<file path="config.mk">
export PLATFORM = sky130hd
export DESIGN_NAME = lesq_queue
export DESIGN_NICKNAME = d
export VERILOG_FILES = /design/src/sv/lesq_queue.sv
export SDC_FILE = /design/constraint.sdc
export NUM_CORES = 1
export LEC_CHECK = 0
export BUFFER_PORTS_ARGS = -buffer_cell sky130_fd_sc_hd__buf_2
export CORE_MARGIN = 10
export CORE_UTILIZATION = 40
export DETAILED_ROUTE_END_ITERATION = 8
export PLACE_DENSITY = 0.64
export SLEW_MARGIN = 20
export SYNTH_ARGS = -nofsm -noshare
export SYNTH_HDL_FRONTEND = slang
export SYNTH_SLANG_ARGS = --single-unit
</file>
<file path="constraint.sdc">
create_clock -name clk_i -period 2 [get_ports clk_i]
set_input_delay 0.4 -clock clk_i [delete_from_list [all_inputs] [get_ports clk_i]]
set_output_delay 0.4 -clock clk_i [all_outputs]
set_load 0.05 [all_outputs]
</file>
<file path="src/sv/lesq_queue.sv">
// Two-entry queue between the front and back parts of the square scan.
// Generic payload width. Depends on nothing but its parameter.
`default_nettype none

module lesq_queue #(
  parameter int unsigned Width = 8
) (
  input  logic             clk_i,
  input  logic             rst_ni,
  input  logic             push_i,
  output logic             ready_o,
  input  logic [Width-1:0] data_i,
  output logic             valid_o,
  input  logic             pop_i,
  output logic [Width-1:0] data_o
);

  logic [Width-1:0] entry_q [2];
  logic             wr_ptr_q, rd_ptr_q;
  logic [1:0]       count_q;
  logic             do_push, do_pop;

  assign ready_o = (count_q != 2'd2);
  assign valid_o = (count_q != 2'd0);
  assign data_o  = entry_q[rd_ptr_q];
  assign do_push = push_i && ready_o;
  assign do_pop  = pop_i && valid_o;

  // Store entries
  always_ff @(posedge clk_i) begin
    if (do_push) begin
      entry_q[wr_ptr_q] <= data_i;
    end
  end

  // Move pointers and fill count
  always_ff @(posedge clk_i or negedge rst_ni) begin
    if (!rst_ni) begin
      wr_ptr_q <= 1'b0;
      rd_ptr_q <= 1'b0;
      count_q  <= 2'd0;
    end else begin
      if (do_push) wr_ptr_q <= ~wr_ptr_q;
      if (do_pop)  rd_ptr_q <= ~rd_ptr_q;
      case ({do_push, do_pop})
        2'b10:   count_q <= count_q + 2'd1;
        2'b01:   count_q <= count_q - 2'd1;
        default: count_q <= count_q;
      endcase
    end
  end

endmodule

`default_nettype wire

</file>
==> summary.md <==
| Metric | Value |
|---|---|
| Syn Inst Count | 42 |
| Reg2reg start | count_q[0] |
| Final period util | 93.8% |
| Initial DRC count | 5 |
| Hold crit path type | in -> reg |
| RSZ-0062 raised after global routing | no |
| Layout cell share with drive strength beyond 1 | about half |
| Worst Hold Depth | 1 |
| Total congestion overflow | 0 |
| Mux cell area share after synthesis | between 10% and 20% |
| Avg Vias per Cell | 4.62 |
| CP Capture Type | output port |
| Synth Area in Adders | 1.62% |
| Clock share of power | between 10 and 15% |
| Max_slew headroom | 74.0% |
| Worst EP arrival | approximately 1.5 ns |
| Final Non-Filler Cells | 93 |
| GP Congestion | ~0.61 |
| Hold Path Sink | entry_q[0][2] |
| Clk Latency, worst-skew pair | 0.29 ns |
| Clk buf depth | 2 |
| CTS tree | done |
| Min-delay src | data_i[2] |
| Reg power frac | about 41% |
| Fin crit period | 1.88 ns |
| Ys async rst share | roughly 20% |
| Yosys warns | 0 |
| Initial Util | between 40% and 50% |
| CTS buffer count | 3 |
| Port Buffers | 21 |
| Post-synthesis xor/xnor area fraction | 5.68% |
| Worst-case reg-to-reg path depth | 5 |
| H-tree levels | 1 |
| Fmax | about 530 MHz |
| Die area | around 4100 sq um |
| Largest net degree at the start of global routing | 12 |
| FF+latch count, synth | 20 |
| Fin. Hold Viols | 0 |
| Most area-consuming cells after synthesis | edfxtp_1 62%, dfrtp_1 13%, mux2_2 12% |
| Mean Syn Cell Area | roughly 18 sq um |
| Initial antenna violation count | 0 |
| Final Skew | 0.00188 ns |
| # fillers | around 150 |
| Die X | between 60 and 70 microns |
| Count of flip-flops with a built-in enable after synthesis | 16 |
| Reg2reg end | count_q[1] |
| Worst VDD drop | between 0.001 and 0.0015 V |
| Vias | 430 |
| Crit Path Class | reg -> out |
| Largest family of logic cells by synthesized area | multiplexers |
| Clock transition at path regs | about 0.11 ns |
| P_int | 929 uW |
| Sw frac | between 40 and 50% |
| Pre-antenna DRT Iters | 2 |
| Area growth syn-to-layout | 24.0% |
| Fraction of the yosys area taken by sequential cells | between 70% and 80% |
| Max cap viols | 0 |
| Routed WL | approximately 1300 microns |
| Post-synth top cells | 16 x edfxtp_1, 8 x mux2_2, 4 x dfrtp_1, 3 x xnor2_1 |
| I/O Pins | 22 |
| R2R setup slack | roughly 0.5 ns |
| CP Max Fanout | 9 |
| Gr usage total | under 10% |
| Slew Viols, Final | 0 |
| Die Y | approximately 64 microns |
| Top cell type's share of synthesized area | 62.3% |
| Setup crit start kind | register |
| Pwr Density | between 1500 and 2000 nW/um^2 |
| Mapped Nets | 55 |
| Run status | finished, final reports clean |
| # rows | 15 |
| Post-Synth Simple-Gate Area | 5.03% |
| Most frequent cell after synthesis | edfxtp_1 |
| Net Switching | between 600 and 700 uW |
| CTS root buf | clkbuf_4 |
| CP Data Required Time | about 1.6 ns |
| Leakage Power | 0.000383 uW |
| First-pass GRT wire length | between 2000 and 2500 microns |
| Vias in the first global route | approximately 470 |
| Drt drc | 0 |
| Top FF cell, synth | edfxtp_1 |
| Setup TNS | 0 ns |
| Core area | 1780 sq um |
| Slew @ Worst Pin | approximately 0.4 ns |
| Drt wl/cell | around 14 microns |
| HPWL after detailed placement | between 1000 and 1500 microns |
| Combinational cell fraction of total power | 45.0% |
| Final setup violation count | 0 |
| Distinct cell type count after synthesis | 13 |
| Diodes inserted | 0 |
| # clock sinks | 20 |
| Placed cells | 88 |
| Nets@finish | 82 |
| Compound-Gate Fraction of Synth Area | 0% |
| Syn Std Cell Area | roughly 770 sq um |
| Post-synth top area cell | edfxtp_1 |
| Routed Antenna Nets | 0 |
layer usage:
| layer | up-vias | part of all wire [%] | track usage, % |
|---|---|---|---|
| li1 | 205 | - | - |
| met1 | 212 | 39 | 7.33 |
| met2 | 11 | 53 | 11.4 |
| met3 | 2 | 7.4 | 2.96 |
| met4 | 0 | 0.46 | 2.46 |
| met5 | - | 0 | 0 |
stage by stage:
stage | setup slack, ns | power [uW] | cell area [sq um] | hold WS (ns) | utilization (%)
CTS | 0.104 | 1640 | 956 | 0.280 | 53.6
floorplan | 0.187 | 1250 | 771 | 0.104 | -
global route | 0.0522 | 1710 | 956 | 0.284 | 53.6
finish | 0.125 | 1620 | 956 | 0.292 | 53.6
detailed placement | 0.442 | 1410 | 910 | 0.208 | 51.0
global placement | 0.454 | 1410 | 910 | 0.208 | 51.0
flip-flops by register name (all words and copies together) (netlist names):
signal    cells
wr_ptr_q      1
count_q       2
rd_ptr_q      1
entry_q      16
power groups by stage:
stage / clock (uW) / sequential [uW] / combinational [uW]
2_1_floorplan: 0 / 626 / 625
3_3_place_gp: 0 / 672 / 734
3_5_place_dp: 0 / 674 / 739
4_1_cts: 234 / 666 / 741
5_1_grt: 245 / 681 / 782
6_report: 224 / 664 / 728
worst max-delay path by stage:
stage               start             to  slack, ns  depth (start not counted)
2_1_floorplan  count_q[0]  entry_q[0][0]       0.19                          3
3_3_place_gp     rd_ptr_q      data_o[5]       0.45                          2
3_5_place_dp     rd_ptr_q      data_o[1]       0.44                          2
4_1_cts          rd_ptr_q      data_o[1]       0.10                          2
5_1_grt          rd_ptr_q      data_o[3]       0.05                          2
6_report         rd_ptr_q      data_o[1]       0.12                          2
cell type report:
cell class / instances / area [sq um] / area share (%)
clock buffer: 4 / 36.3 / 3.80
multi-input combinational: 21 / 185 / 19.4
tap: 25 / 31.3 / 3.27
sequential: 20 / 581 / 60.7
timing repair buffer: 23 / 123 / 12.8
timing repair:
item | 4_1_cts | 5_1_grt
buffers inserted | 0 | 0
resized for setup | 0 | 0
hold buffers | 1 | 0
hold endpoints to repair | 4 | 0
kinds of logic after synthesis:
| logic type | Yosys count |
|---|---|
| XOR/XNOR | 5 |
| adder cells (fa/ha/maj) | 1 |
| buffers and inverters | 1 |
| flip-flops | 20 |
| multiplexers | 8 |
| AND/OR/NAND/NOR | 7 |
critical path, cell delays in order (launching register included):
cell and delay, ns:
dfrtp_1 0.59, mux2_2 0.38, buf_2 0.21
layout by cell type, fill, tap and decap left out:
master and n:
clkbuf_8 1, ha_1 1, or2_1 1, edfxtp_1 16, and3_1 1, buf_4 1
mux2_2 8, xnor2_1 3, and2_4 1, nor2_1 2, dfrtp_1 4, nand2_1 1
dlygate4sd3_1 1, xor2_1 2, buf_2 21, nand2b_1 1, clkbuf_4 3
(Power assumes the default switching activity.)
