$ cat src/sv/lesq_pkg.sv
// Shared definitions for the largest empty square scan block.
// Holds field widths, reset values, register indexes and the score helper.
// No dependencies.
`default_nettype none

package lesq_pkg;

  // Default grid limits, handed to the top level's parameters
  localparam int unsigned MaxColsDef = 1024;
  localparam int unsigned MaxRowsDef = 1024;

  // Fixed field widths
  localparam int unsigned CharW     = 8;
  localparam int unsigned ScoreW    = 11;
  localparam int unsigned RowWidthW = 11;
  localparam int unsigned PosOutW   = 10;
  localparam int unsigned CfgIdxW   = 1;
  localparam int unsigned CfgDataW  = 11;

  // Configuration register indexes
  localparam logic [CfgIdxW-1:0] CfgRowWidth = 1'b0;
  localparam logic [CfgIdxW-1:0] CfgObstacle = 1'b1;

  // Configuration reset values
  localparam logic [RowWidthW-1:0] RowWidthRst = 11'd1024;
  localparam logic [CharW-1:0]     ObstacleRst = 8'd111;

  localparam logic [ScoreW-1:0] ScoreMax = '1;

  // Per-cell classification passed from front to back
  typedef struct packed {
    logic blocked;  // cell equals the obstacle byte
    logic border;   // first row or first column
    logic last;     // final cell of the grid
    logic ovf;      // row overflow seen before this cell
  } lesq_flags_t;

  // Smallest of three scores
  function automatic logic [ScoreW-1:0] min3(input logic [ScoreW-1:0] a,
                                             input logic [ScoreW-1:0] b,
                                             input logic [ScoreW-1:0] c);
    logic [ScoreW-1:0] m;
    m = a;
    if (b < m) m = b;
    if (c < m) m = c;
    return m;
  endfunction

endpackage

`default_nettype wire

$ cat src/sv/lesq_front.sv
// Front part of the largest empty square scan: configuration registers,
// column and row tracking, and classification of each accepted cell.
// Depends on lesq_pkg.
`default_nettype none

module lesq_front #(
  parameter int unsigned MaxCols = lesq_pkg::MaxColsDef,
  parameter int unsigned MaxRows = lesq_pkg::MaxRowsDef,
  localparam int unsigned ColW = (MaxCols > 1) ? $clog2(MaxCols) : 1,
  localparam int unsigned RowW = (MaxRows > 1) ? $clog2(MaxRows) : 1
) (
  input  logic                             clk_i,
  input  logic                             rst_ni,
  // configuration writes
  input  logic                             cfg_we_i,
  input  logic [lesq_pkg::CfgIdxW-1:0]     cfg_index_i,
  input  logic [lesq_pkg::CfgDataW-1:0]    cfg_data_i,
  // cell stream
  input  logic                             in_valid_i,
  output logic                             in_ready_o,
  input  logic [lesq_pkg::CharW-1:0]       cell_char_i,
  input  logic                             last_cell_i,
  // classified cell toward the queue
  output logic                             push_o,
  input  logic                             push_ready_i,
  output logic [ColW-1:0]                  col_o,
  output logic [RowW-1:0]                  row_o,
  output lesq_pkg::lesq_flags_t            flags_o
);
  import lesq_pkg::*;

  localparam int unsigned WideW = (ColW + 1 > RowWidthW) ? ColW + 1 : RowWidthW;

  logic [RowWidthW-1:0] row_width_q;
  logic [CharW-1:0]     obstacle_q;
  logic [ColW-1:0]      col_q, col_d;
  logic [RowW-1:0]      row_q, row_d;
  logic                 ovf_q, ovf_d;

  logic [WideW-1:0] wide_rw;
  logic [WideW-1:0] eff_w;
  logic [ColW-1:0]  x;
  logic             row_end;
  logic             row_at_max;
  logic             accept;

  // Configuration registers
  always_ff @(posedge clk_i or negedge rst_ni) begin
    if (!rst_ni) begin
      row_width_q <= RowWidthRst;
      obstacle_q  <= ObstacleRst;
    end else if (cfg_we_i) begin
      case (cfg_index_i)
        CfgRowWidth: row_width_q <= cfg_data_i[RowWidthW-1:0];
        CfgObstacle: obstacle_q  <= cfg_data_i[CharW-1:0];
        default: ;
      endcase
    end
  end

  // Clamp the row width into one to MaxCols
  assign wide_rw = WideW'(row_width_q);
  always_comb begin
    if (row_width_q == '0) begin
      eff_w = WideW'(1);
    end else if (wide_rw > WideW'(MaxCols)) begin
      eff_w = WideW'(MaxCols);
    end else begin
      eff_w = wide_rw;
    end
  end

  // Wrap a column that lies beyond the current width
  assign x          = (WideW'(col_q) >= eff_w) ? '0 : col_q;
  assign row_end    = (WideW'(x) + WideW'(1)) >= eff_w;
  assign row_at_max = (row_q == RowW'(MaxRows - 1));

  // Pass the classified cell straight into the queue
  assign accept          = in_valid_i && push_ready_i;
  assign in_ready_o      = push_ready_i;
  assign push_o          = in_valid_i;
  assign col_o           = x;
  assign row_o           = row_q;
  assign flags_o.blocked = (cell_char_i == obstacle_q);
  assign flags_o.border  = (row_q == '0) || (x == '0);
  assign flags_o.last    = last_cell_i;
  assign flags_o.ovf     = ovf_q;

  // Advance position; clear on the last cell of a grid
  always_comb begin
    col_d = col_q;
    row_d = row_q;
    ovf_d = ovf_q;
    if (accept) begin
      if (last_cell_i) begin
        col_d = '0;
        row_d = '0;
        ovf_d = 1'b0;
      end else if (row_end) begin
        col_d = '0;
        if (row_at_max) begin
          ovf_d = 1'b1;
        end else begin
          row_d = row_q + RowW'(1);
        end
      end else begin
        col_d = x + ColW'(1);
      end
    end
  end

  always_ff @(posedge clk_i or negedge rst_ni) begin
    if (!rst_ni) begin
      col_q <= '0;
      row_q <= '0;
      ovf_q <= 1'b0;
    end else begin
      col_q <= col_d;
      row_q <= row_d;
      ovf_q <= ovf_d;
    end
  end

`ifndef SYNTHESIS
  // A grid's last cell restarts the position at the origin
  assert property (@(posedge clk_i) disable iff (!rst_ni)
    (accept && last_cell_i) |=> (col_q == '0 && row_q == '0 && !ovf_q))
    else $error("position not cleared after last cell");

  // The stored column never leaves the line buffer
  assert property (@(posedge clk_i) disable iff (!rst_ni)
    WideW'(col_q) < WideW'(MaxCols))
    else $error("column index beyond line buffer");
`endif

endmodule

`default_nettype wire

$ cat config.mk
export PLATFORM = sky130hd
export DESIGN_NAME = lesq_front
export DESIGN_NICKNAME = d
export VERILOG_FILES = /design/src/sv/lesq_pkg.sv /design/src/sv/lesq_front.sv
export SDC_FILE = /design/constraint.sdc
export NUM_CORES = 1
export LEC_CHECK = 0
export CORE_MARGIN = 2
export CORE_UTILIZATION = 56
export CTS_BUF_LIST = sky130_fd_sc_hd__clkbuf_16
export CTS_CLUSTER_SIZE = 12
export DETAILED_ROUTE_END_ITERATION = 6
export DONT_BUFFER_PORTS = 1
export HOLD_SLACK_MARGIN = 0.03
export PLACE_DENSITY = 0.74
export SYNTH_ARGS = -nofsm -noshare
export SYNTH_HDL_FRONTEND = slang
export SYNTH_SLANG_ARGS = --single-unit
$ cat constraint.sdc
create_clock -name clk_i -period 5 [get_ports clk_i]
set_clock_uncertainty 0.15 [all_clocks]
set_input_delay 1.25 -clock clk_i [delete_from_list [all_inputs] [get_ports clk_i]]
set_output_delay 1.25 -clock clk_i [all_outputs]
set_load 0.005 [all_outputs]
==> impl_metrics.csv, run 1 <==
group,metric,value,unit
outcome,status,"finished clean",
placement,place_ws,0.109,ns
critical_path,reg2reg_setup_slack,0.24,ns
synth,synth_top_cell_by_area,"dfrtp_1",
drt,drtIter0Drc,164,
critical_path,slowest_stage,"dfstp_2",
die,die_h,75.8,um
synth,synth_ff_type,"dfrtp_1",
clock_tree,cts_tree,"built",
sta,slew_viol_final,0,
clock_tree,insertion_delay,0.28,ns
synth,synth_cell_types,54,
critical_path,cp_max_fo,10,
sta,setup_viol_count_final,0,
critical_path,worstPathRequired,5.07,ns
synth,synth_top_area_frac,0.286,
power_and_ir_drop,power.density,444,nW/um2
sta,tightest_slew,0.916,ns
clock_tree,cts.sinks,40,
sta,fin_ws,0.243,ns
global_route,grt_pass1_vias,2344,
finish,final_nets,369,
drt,drc_errors,0,
die,core,5040,um2
synth,syn_area,2890,um2
power_and_ir_drop,p_leak,1.37,nW
sta,hold_viol,0,
min_path,hp-class,"flip-flop to flip-flop",
critical_path,critPathCaptureType,"flip-flop",
finish,fin_util,0.629,
drt,via_per_inst,6.17,
synth,ys_top_cells_by_count,"dfrtp_1, nand2_1, ha_1, nor2_1, mux2_2",
sta,fin_tns_setup,0,ns
critical_path,reg2reg_from,"row_width_q[10]$_DFFE_PN1P_",
synth,syn_nets,364,
synth,synthTopCellsByArea,"dfrtp_1, ha_1, mux2_2",
finish,antenna_cells,0,
global_route,antenna_found_initial,0,
placement,gp_congestion,0.807,
synth,async_flop_share,1.00,
power_and_ir_drop,vdd_drop_max,0.000262,V
critical_path,reg2reg_depth,23,
finish,multiInputGateArea,1780,um2
clock_tree,path_clk_slew,0.06,ns
critical_path,crit_chain,"clkinvlp_4 -> buf_4 -> nand2_1 -> ha_1 -> nand4b_1 -> nor2_1 -> a221oi_2 -> nand2_1 -> inv_2 -> ha_1 -> nand3_1 -> nor2_2 -> nand3_2 -> xor2_1 -> nor2_1 -> ha_1 -> o21ai_0 -> o21ai_1 -> o311ai_2 -> o21a_2 -> buf_12 -> or4_1 -> nand2_1",
die,die_w,75.8,um
clock_tree,root_buffer,"clkbuf_16",
critical_path,critical-path-top-delay-family,"simple AND/OR/NAND/NOR gates",
critical_path,critPathArrivalTime,4.83,ns
global_route,grt_pass1_wl,10700,um
die,num_rows,26,
sta,fmax,210,MHz
clock_tree,clock_path_buffers,2,
drt,dr_total_vias,2401,
placement,port_buffers,0,
synth,syn_avg_cell_area,9.22,um2
drt,ant_nets,0,
drt,dr.pass1.iters,4,
clock_tree,cts_buffers,5,
sta,slew_headroom,0.388,
finish,drive_gt1_frac,0.201,
finish,syn_to_final_growth,9.97,%
min_path,min_from,"obstacle_q[4]$_DFFE_PN0P_",
sta,finalCritPeriodShare,0.951,
critical_path,r2r-end,"row_o[3]$_DFFE_PN0P_",
global_route,grtUsageTotal,0.249,
finish,sequential_cell_area,1010,um2
synth,synth_edf_count,0,
min_path,hold_depth,1,
clock_tree,htree_levels,2,
global_route,grt_max_degree,41,
finish,fill_cells,417,
synth,ys_seq_area_frac,0.350,
die,num_io_pins,52,
synth,ys_warn_count,0,
run,maxCapViolCount,0,
sta,period_minus_slack,4.76,ns
placement,dp.final_hpwl,4960,um
die,die_area,5740,um2
critical_path,path_buf_inv,4,
critical_path,crit_type,"flip-flop to flip-flop",
drt,wl_per_cell,17.3,um
global_route,grt_overflow,0,
die,start_util,0.572,
synth,netlist_instances,313,
synth,ys_seq_elements,40,
critical_path,slowest_delay,0.58,ns
min_path,hold_end,"obstacle_q[4]$_DFFE_PN0P_",
critical_path,startpoint_type,"flip-flop",
finish,instances_no_fill,389,
drt,drt_wl_total,6720,um
placement,placed_cells,378,
==> where the power goes <==
part	internal (mW)	switching, mW	leakage, nW
Sequential	0.385	0.0616	0.492
Combinational	0.288	0.372	0.801
Clock	0.180	0.123	0.0762
Total	0.853	0.557	1.37
==> per-layer routing <==
metal,up-vias,wire (um),global-route usage
li1,1154,-,-
met1,1153,2890,0.311
met2,74,3210,0.402
met3,20,408,0.0635
met4,0,206,0.117
met5,-,0,0
==> logic make-up (layout without fill, tap and decap cells) <==
kind of cell / after synthesis / after routing / synth area share
mux: 20 / 20 / 0.0776
flops: 40 / 40 / 0.350
xor+xnor: 16 / 16 / 0.0486
fa+ha+maj: 25 / 25 / 0.108
simple gates: 126 / 126 / 0.228
compound gates: 61 / 61 / 0.139
buf+inv: 25 / 31 / 0.0481
==> how the worst max path moves through the flow <==
stage                                      from                    to  slack [ns]  cells past startpoint
CTS                  row_width_q[6]$_DFFE_PN0P_  row_o[7]$_DFFE_PN0P_        0.03                     22
global placement    row_width_q[10]$_DFFE_PN1P_  col_q[8]$_DFFE_PN0P_        0.24                     22
finish              row_width_q[10]$_DFFE_PN1P_  row_o[3]$_DFFE_PN0P_        0.24                     23
global route        row_width_q[10]$_DFFE_PN1P_  row_o[3]$_DFFE_PN0P_       -0.04                     23
detailed placement   row_width_q[6]$_DFFE_PN0P_  row_o[7]$_DFFE_PN0P_        0.11                     22
floorplan           row_width_q[10]$_DFFE_PN1P_  row_o[3]$_DFFE_PN0P_        0.19                     24
==> worst reg2reg max path, cell delays in order, from the launching register on <==
cell        delay [ns]
dfstp_2           0.58
clkinvlp_4        0.16
buf_4             0.19
nand2_1           0.10
ha_1              0.25
nand4b_1          0.17
nor2_1            0.09
a221oi_2          0.34
nand2_1           0.17
inv_2             0.09
ha_1              0.17
nand3_1           0.13
nor2_2            0.14
nand3_2           0.13
xor2_1            0.21
nor2_1            0.06
ha_1              0.30
o21ai_0           0.08
o21ai_1           0.15
o311ai_2          0.15
o21a_2            0.19
buf_12            0.14
or4_1             0.49
nand2_1           0.08
==> final cells by class <==
class / count / share of cell area
multi-input cells: 248 / 0.561
flip-flops and latches: 40 / 0.318
well taps: 70 / 0.0276
inverters: 8 / 0.0106
repair buffers: 15 / 0.0394
clock buffers: 5 / 0.0394
clock inverters: 3 / 0.00394
==> metrics by stage <==
step	cell area (um2)	total power, mW	hold slack (ns)
2_1_floorplan	2890	0.912	0.298
3_3_place_gp	2950	1.04	0.358
3_5_place_dp	2950	1.06	0.370
4_1_cts	3090	1.37	0.382
5_1_grt	3170	1.52	0.395
6_report	3170	1.41	0.379
==> cells in the final DEF (no fill, tap or decap), types with 3 or more instances in the layout <==
| master | n |
|---|---|
| ha_1 | 25 |
| mux2_2 | 19 |
| inv_1 | 8 |
| nor4_1 | 6 |
| and2_1 | 9 |
| dfstp_2 | 7 |
| nand3_1 | 11 |
| a21o_1 | 3 |
| and4_1 | 4 |
| o21ai_1 | 3 |
| xnor2_1 | 11 |
| buf_4 | 14 |
| nand2_1 | 33 |
| and3_1 | 4 |
| clkbuf_16 | 5 |
| xor2_1 | 5 |
| a21oi_1 | 13 |
| nand4_1 | 6 |
| a22o_1 | 3 |
| o21ai_0 | 15 |
| or3_1 | 7 |
| nor2_1 | 22 |
| nor3_1 | 6 |
| nor2b_1 | 3 |
| dfrtp_1 | 33 |
==> registers in the layout, summed over array words and instances, names as in the netlist <==
signal,flops
col_q,10
obstacle_q,8
ovf_q,1
row_o,10
row_width_q,11
==> timing repair <==
item,4_1_cts,5_1_grt
resized for setup,0,17
setup buffers,0,3
setup endpoints to repair,0,20
hold buffers,0,0
(Power assumes the default switching activity.)
==> run 2, diff against run 1 <==
- ABC_AREA: unset -> 1
- ABC_CLOCK_PERIOD_IN_PS: unset -> 5000
- CORE_ASPECT_RATIO: unset -> 2
==> run 2 against run 1 <==
Effect of this change:
- design area decreased by 3.9%
- setup slack better by 0.17 ns
- combinational power is 58% lower
- utilization shrank 0.22 points
- sequential cell count did not move
==> impl_metrics.csv, run 2 <==
group,metric,value,unit
outcome,status,"finished clean",
synth,syn_nets,437,
sta,rsz0062_at_grt,"false",
critical_path,critPathCaptureType,"flip-flop",
sta,tightest_slew,0.555,ns
clock_tree,cts_setup_buffers,0,
critical_path,slowest_stage,"dfrtp_1",
synth,syn_area,2840,um2
synth,syn_avg_cell_area,7.35,um2
placement,placed_cells,439,
clock_tree,root_buffer,"clkbuf_16",
placement,place_ws,0.234,ns
global_route,grt_overflow,0,
synth,synth_top_area_frac,0.291,
power_and_ir_drop,power.density,323,nW/um2
clock_tree,htree_levels,2,
sta,setup_viol_count_final,0,
global_route,antenna_found_initial,0,
clock_tree,cts.sinks,40,
synth,ys_seq_elements,40,
sta,slew_viol_final,0,
drt,dr.pass1.iters,4,
sta,finalCritPeriodShare,0.917,
sta,fin_ws,0.416,ns
global_route,grt_max_degree,41,
critical_path,cp_max_fo,9,
finish,final_cell_mix,"nand2_1, inv_1, dfrtp_1",
sta,hold_viol,0,
finish,layout_commonest_cell,"nand2_1",
power_and_ir_drop,p_sw,0.333,mW
die,num_rows,36,
sta,fmax,218,MHz
finish,syn_to_final_growth,7.59,%
die,start_util,0.583,
drt,ant_nets,0,
power_and_ir_drop,pwr-share-clk,0.309,
drt,via_per_inst,5.56,
die,num_io_pins,52,
finish,largest-register,"row_width_q",
die,die_h,105,um
sta,slew_headroom,0.629,
drt,drt_wl_total,6850,um
sta,period_minus_slack,4.58,ns
critical_path,crit_type,"flip-flop to flip-flop",
global_route,grtUsageTotal,0.270,
die,core,4860,um2
critical_path,startpoint_type,"flip-flop",
placement,dp.final_hpwl,5410,um
clock_tree,insertion_delay,0.29,ns
placement,port_buffers,0,
finish,drive_gt1_frac,0.103,
synth,yosysMostFrequentCell,"nand2_1",
run,maxCapViolCount,0,
global_route,grt_pass1_vias,2448,
finish,fin_util,0.627,
synth,netlist_instances,386,
power_and_ir_drop,vdd_drop_max,0.000352,V
global_route,grt_pass1_wl,11200,um
power_and_ir_drop,p_sw_frac,0.339,
die,die_area,5680,um2
clock_tree,clock_path_buffers,2,
min_path,hp-class,"flip-flop to flip-flop",
critical_path,cp_common_cell,"nand2_1",
critical_path,worstPathRequired,5.07,ns
drt,drtIter0Drc,88,
placement,gp_congestion,0.992,
min_path,hold_depth,2,
critical_path,slowest_delay,0.39,ns
synth,ys_warn_count,0,
power_and_ir_drop,pwr-share-comb,0.282,
synth,synth_ff_type,"dfrtp_1",
synth,async_flop_share,1.00,
drt,dr_total_vias,2485,
die,die_w,54.3,um
clock_tree,cts_tree,"built",
synth,synth_cell_types,30,
drt,wl_per_cell,15.3,um
synth,synth_top_cell_by_area,"dfrtp_1",
clock_tree,path_clk_slew,0.05,ns
sta,fin_tns_setup,0,ns
power_and_ir_drop,cellInternalPower,0.651,mW
synth,synthTopCellsByArea,"dfrtp_1, nand2_1, ha_1",
finish,largest_reg_flops,11,
power_and_ir_drop,power_frac_seq,0.409,
drt,drc_errors,0,
clock_tree,cts_buffers,5,
power_and_ir_drop,p_leak,1.59,nW
critical_path,reg2reg_depth,31,
finish,antenna_cells,0,
finish,instances_no_fill,447,
critical_path,critPathArrivalTime,4.66,ns
synth,ys_seq_area_frac,0.356,
sta,whs,0.352,ns
finish,final_nets,440,
synth,ys_top_cells_by_count,"nand2_1, inv_1, dfrtp_1, o21ai_0",
synth,synth_edf_count,0,
==> run 2: cell count changes in the layout (fill, tap and decap cells not counted), sizes merged, moves of 13 or more <==
cell   delta
mux2     -17
nand2    +80
inv      +45
o21ai    +13
==> run 2: kinds of logic after synthesis <==
| logic type | after synthesis | synth area share |
|---|---|---|
| AO/OA/AOI/OAI | 47 | 0.0861 |
| XOR/XNOR | 15 | 0.0463 |
| adder cells (fa/ha/maj) | 25 | 0.110 |
| buffers and inverters | 63 | 0.0891 |
| flip-flops | 40 | 0.356 |
| multiplexers | 2 | 0.00794 |
| AND/OR/NAND/NOR | 194 | 0.304 |
==> run 2: repair_timing <==
action | in CTS | in global routing
setup endpoints to repair | 0 | 16
gates resized for setup | 0 | 7
hold buffers | 0 | 0
==> run 2: power by group through the flow <==
stage | Clock, mW | Combinational (mW) | Sequential, mW
2_1_floorplan | 0 | 0.196 | 0.397
3_3_place_gp | 0 | 0.264 | 0.408
3_5_place_dp | 0 | 0.270 | 0.408
4_1_cts | 0.310 | 0.271 | 0.403
5_1_grt | 0.322 | 0.315 | 0.408
6_report | 0.304 | 0.278 | 0.403
==> run 2: layout make-up <==
type,count,area [um2]
Multi-Input combinational cell,283,1590
Clock buffer,5,125
Clock inverter,3,13.8
Timing Repair Buffer,5,37.5
Fill cell,462,1810
Sequential cell,40,1010
Tap cell,57,71.3
Inverter,54,205
==> run 2: worst paths after layout <==
check | end | from | slack [ns]
setup / recovery | col_q[6]$_DFFE_PN0P_ | row_width_q[4]$_DFFE_PN0P_ | 0.42
hold / removal | obstacle_q[1]$_DFFE_PN1P_ | obstacle_q[1]$_DFFE_PN1P_ | 0.35
setup reg to reg | col_q[6]$_DFFE_PN0P_ | row_width_q[4]$_DFFE_PN0P_ | 0.42
hold reg to reg | obstacle_q[1]$_DFFE_PN1P_ | obstacle_q[1]$_DFFE_PN1P_ | 0.35
max in group asynchronous | obstacle_q[5]$_DFFE_PN1P_ | rst_ni | 4.01
min in group asynchronous | col_q[3]$_DFFE_PN0P_ | rst_ni | 0.50
==> run 2: stage by stage <==
stage / area [um2] / total power [mW]
after CTS: 3030 / 0.984
after floorplan: 2840 / 0.593
after detailed placement: 2890 / 0.678
after global placement: 2890 / 0.671
after global routing: 3050 / 1.04
final: 3050 / 0.984
==> run 2: critical path, delay by kind of cell, from the launching register on <==
kind | cells | cell delay [ns]
and+or+nand+nor | 17 | 1.85
adders and majority gates | 3 | 0.81
DFF | 1 | 0.39
xor gates and xnor gates | 1 | 0.24
AOI/OAI and AO/OA | 3 | 0.34
buffers and inverters | 7 | 0.73
==> run 2: layer usage <==
layer,up-vias,routed length [um],track usage
met5,-,0,0
met4,0,427,0.188
met3,28,366,0.0657
met2,87,3650,0.444
met1,1122,2410,0.281
li1,1248,-,-
==> run 3, diff against run 2 <==
- ABC_CLOCK_PERIOD_IN_PS: 5000 -> 5400
- CTS_CLUSTER_DIAMETER: unset -> 50
- PLACE_DENSITY: 0.74 -> 0.71
- clock period: 5 -> 5.4 ns (I/O delays scaled with it)
==> run 3 against run 2 <==
Effect of this change:
- sequential cell count unchanged
- non-clock buffer count increased by 2
- sequential power decreased by 7.4%
- total power decreased by 3.3%
- setup slack improved by 0.076 ns
- clock-buffer cell count unchanged
- fmax decreased by 6.6%
- cell count increased by 0.45%
- global-route usage decreased by 0.061 points
- critical endpoint is now row_o[3]$_DFFE_PN0P_
- largest power group unchanged
==> impl_metrics.csv, run 3 (synthesis gave the netlist of run 2 again) <==
group,metric,value,unit
sta,fin_tns_setup,0,ns
die,die_area,5680,um2
critical_path,worstPathRequired,5.39,ns
finish,final_cell_mix,"nand2_1, inv_1, dfrtp_1",
finish,multiInputGateArea,1570,um2
sta,slew_viol_final,0,
sta,fmax,204,MHz
placement,gp_congestion,1.02,
finish,syn_to_final_growth,8.34,%
finish,largest-register,"row_width_q",
critical_path,critPathCaptureType,"flip-flop",
global_route,grt_pass1_wl,11300,um
sta,hold_viol,0,
sta,rsz0062_at_grt,"false",
global_route,antenna_found_initial,0,
die,num_rows,36,
critical_path,slowest_stage,"nand2_1",
clock_tree,cts_buffers,5,
min_path,hold_end,"obstacle_q[2]$_DFFE_PN1P_",
die,num_io_pins,52,
sta,period_minus_slack,4.91,ns
critical_path,path_buf_inv,4,
global_route,grt_max_degree,41,
finish,drive_gt1_frac,0.0944,
min_path,hold_depth,2,
die,die_w,54.3,um
critical_path,reg2reg_setup_slack,0.49,ns
clock_tree,insertion_delay,0.28,ns
critical_path,cp_common_cell,"nand2_1",
clock_tree,htree_levels,2,
clock_tree,cts_setup_buffers,0,
drt,ant_nets,0,
clock_tree,root_buffer,"clkbuf_16",
critical_path,critical-path-top-delay-family,"simple AND/OR/NAND/NOR gates",
critical_path,reg2reg_depth,28,
sta,tightest_slew,0.549,ns
drt,drtIter0Drc,48,
power_and_ir_drop,p_leak,1.61,nW
drt,drc_errors,0,
power_and_ir_drop,power.density,310,nW/um2
critical_path,critPathArrivalTime,4.89,ns
min_path,min_from,"obstacle_q[2]$_DFFE_PN1P_",
critical_path,r2r-end,"row_o[3]$_DFFE_PN0P_",
global_route,grt_pass1_vias,2480,
drt,dr.pass1.iters,4,
finish,layout_commonest_cell,"nand2_1",
min_path,hp-class,"flip-flop to flip-flop",
drt,drt_wl_total,6760,um
clock_tree,clock_path_buffers,2,
clock_tree,path_clk_slew,0.06,ns
global_route,grt_overflow,0,
finish,largest_reg_flops,11,
sta,slew_headroom,0.633,
critical_path,slowest_delay,0.43,ns
die,core,4860,um2
critical_path,cp_max_fo,20,
clock_tree,cts_resized,0,
run,maxCapViolCount,0,
finish,sequential_cell_area,1010,um2
sta,fin_ws,0.492,ns
clock_tree,cts.sinks,40,
clock_tree,hold_buffers,0,
sta,setup_viol_count_final,0,
clock_tree,cts_tree,"built",
global_route,grtUsageTotal,0.270,
finish,antenna_cells,0,
critical_path,reg2reg_from,"row_width_q[0]$_DFFE_PN0P_",
drt,wl_per_cell,15.0,um
placement,dp.final_hpwl,5440,um
power_and_ir_drop,vdd_drop_max,0.000243,V
finish,final_nets,442,
drt,dr_total_vias,2486,
sta,finalCritPeriodShare,0.909,
finish,fill_cells,469,
drt,via_per_inst,5.54,
outcome,status,"finished clean",
critical_path,crit_type,"flip-flop to flip-flop",
die,die_h,105,um
die,start_util,0.583,
critical_path,startpoint_type,"flip-flop",
placement,port_buffers,0,
placement,place_ws,0.557,ns
-- run 3: worst max path at each step --
| stage | startpoint | slack, ns | depth (start not counted) | to |
|---|---|---|---|---|
| 2_1_floorplan | row_width_q[0]$_DFFE_PN0P_ | 0.85 | 29 | row_o[0]$_DFFE_PN0P_ |
| 3_3_place_gp | row_width_q[0]$_DFFE_PN0P_ | 0.66 | 29 | row_o[3]$_DFFE_PN0P_ |
| 3_5_place_dp | row_width_q[0]$_DFFE_PN0P_ | 0.56 | 29 | row_o[5]$_DFFE_PN0P_ |
| 4_1_cts | row_width_q[0]$_DFFE_PN0P_ | 0.54 | 28 | row_o[5]$_DFFE_PN0P_ |
| 5_1_grt | row_width_q[0]$_DFFE_PN0P_ | 0.08 | 31 | row_o[3]$_DFFE_PN0P_ |
| 6_report | row_width_q[0]$_DFFE_PN0P_ | 0.49 | 28 | row_o[3]$_DFFE_PN0P_ |
-- run 3: tightest hold or removal path, cell delays in order, from the launching register on --
cell and delay [ns]:
dfstp_2 0.37, nand2_1 0.05, o21ai_0 0.07
-- run 3: through the flow --
| step | power [mW] | hold WS, ns | utilization | instances | cell area, um2 |
|---|---|---|---|---|---|
| 2_1_floorplan | 0.549 | 0.320 | - | 386 | 2840 |
| 3_3_place_gp | 0.622 | 0.334 | 0.598 | 441 | 2910 |
| 3_5_place_dp | 0.630 | 0.346 | 0.598 | 441 | 2910 |
| 4_1_cts | 0.957 | 0.355 | 0.631 | 449 | 3070 |
| 5_1_grt | 1.01 | 0.379 | 0.631 | 449 | 3070 |
| 6_report | 0.952 | 0.349 | 0.631 | 449 | 3070 |
-- run 3: final cells by class --
cell class,count,share of cell area
clock inverters,3,0.0122
inverters,54,0.0660
flip-flops and latches,40,0.329
clock buffers,5,0.0407
well taps,57,0.0232
multi-input cells,283,0.512
repair buffers,7,0.0171
-- run 3: per-layer routing --
layer | track usage | vias to the layer above | wire length [um]
li1 | - | 1250 | -
met1 | 0.279 | 1141 | 2440
met2 | 0.474 | 68 | 3730
met3 | 0.0457 | 27 | 240
met4 | 0.150 | 0 | 345
met5 | 0 | - | 0
-- run 3: report_power, final --
part / leakage, nW / switching, mW / total [mW] / internal [mW]
Combinational: 1.02 / 0.155 / 0.251 / 0.0964
Sequential: 0.509 / 0.0358 / 0.373 / 0.337
Clock: 0.0789 / 0.113 / 0.328 / 0.215
Total: 1.61 / 0.304 / 0.952 / 0.648
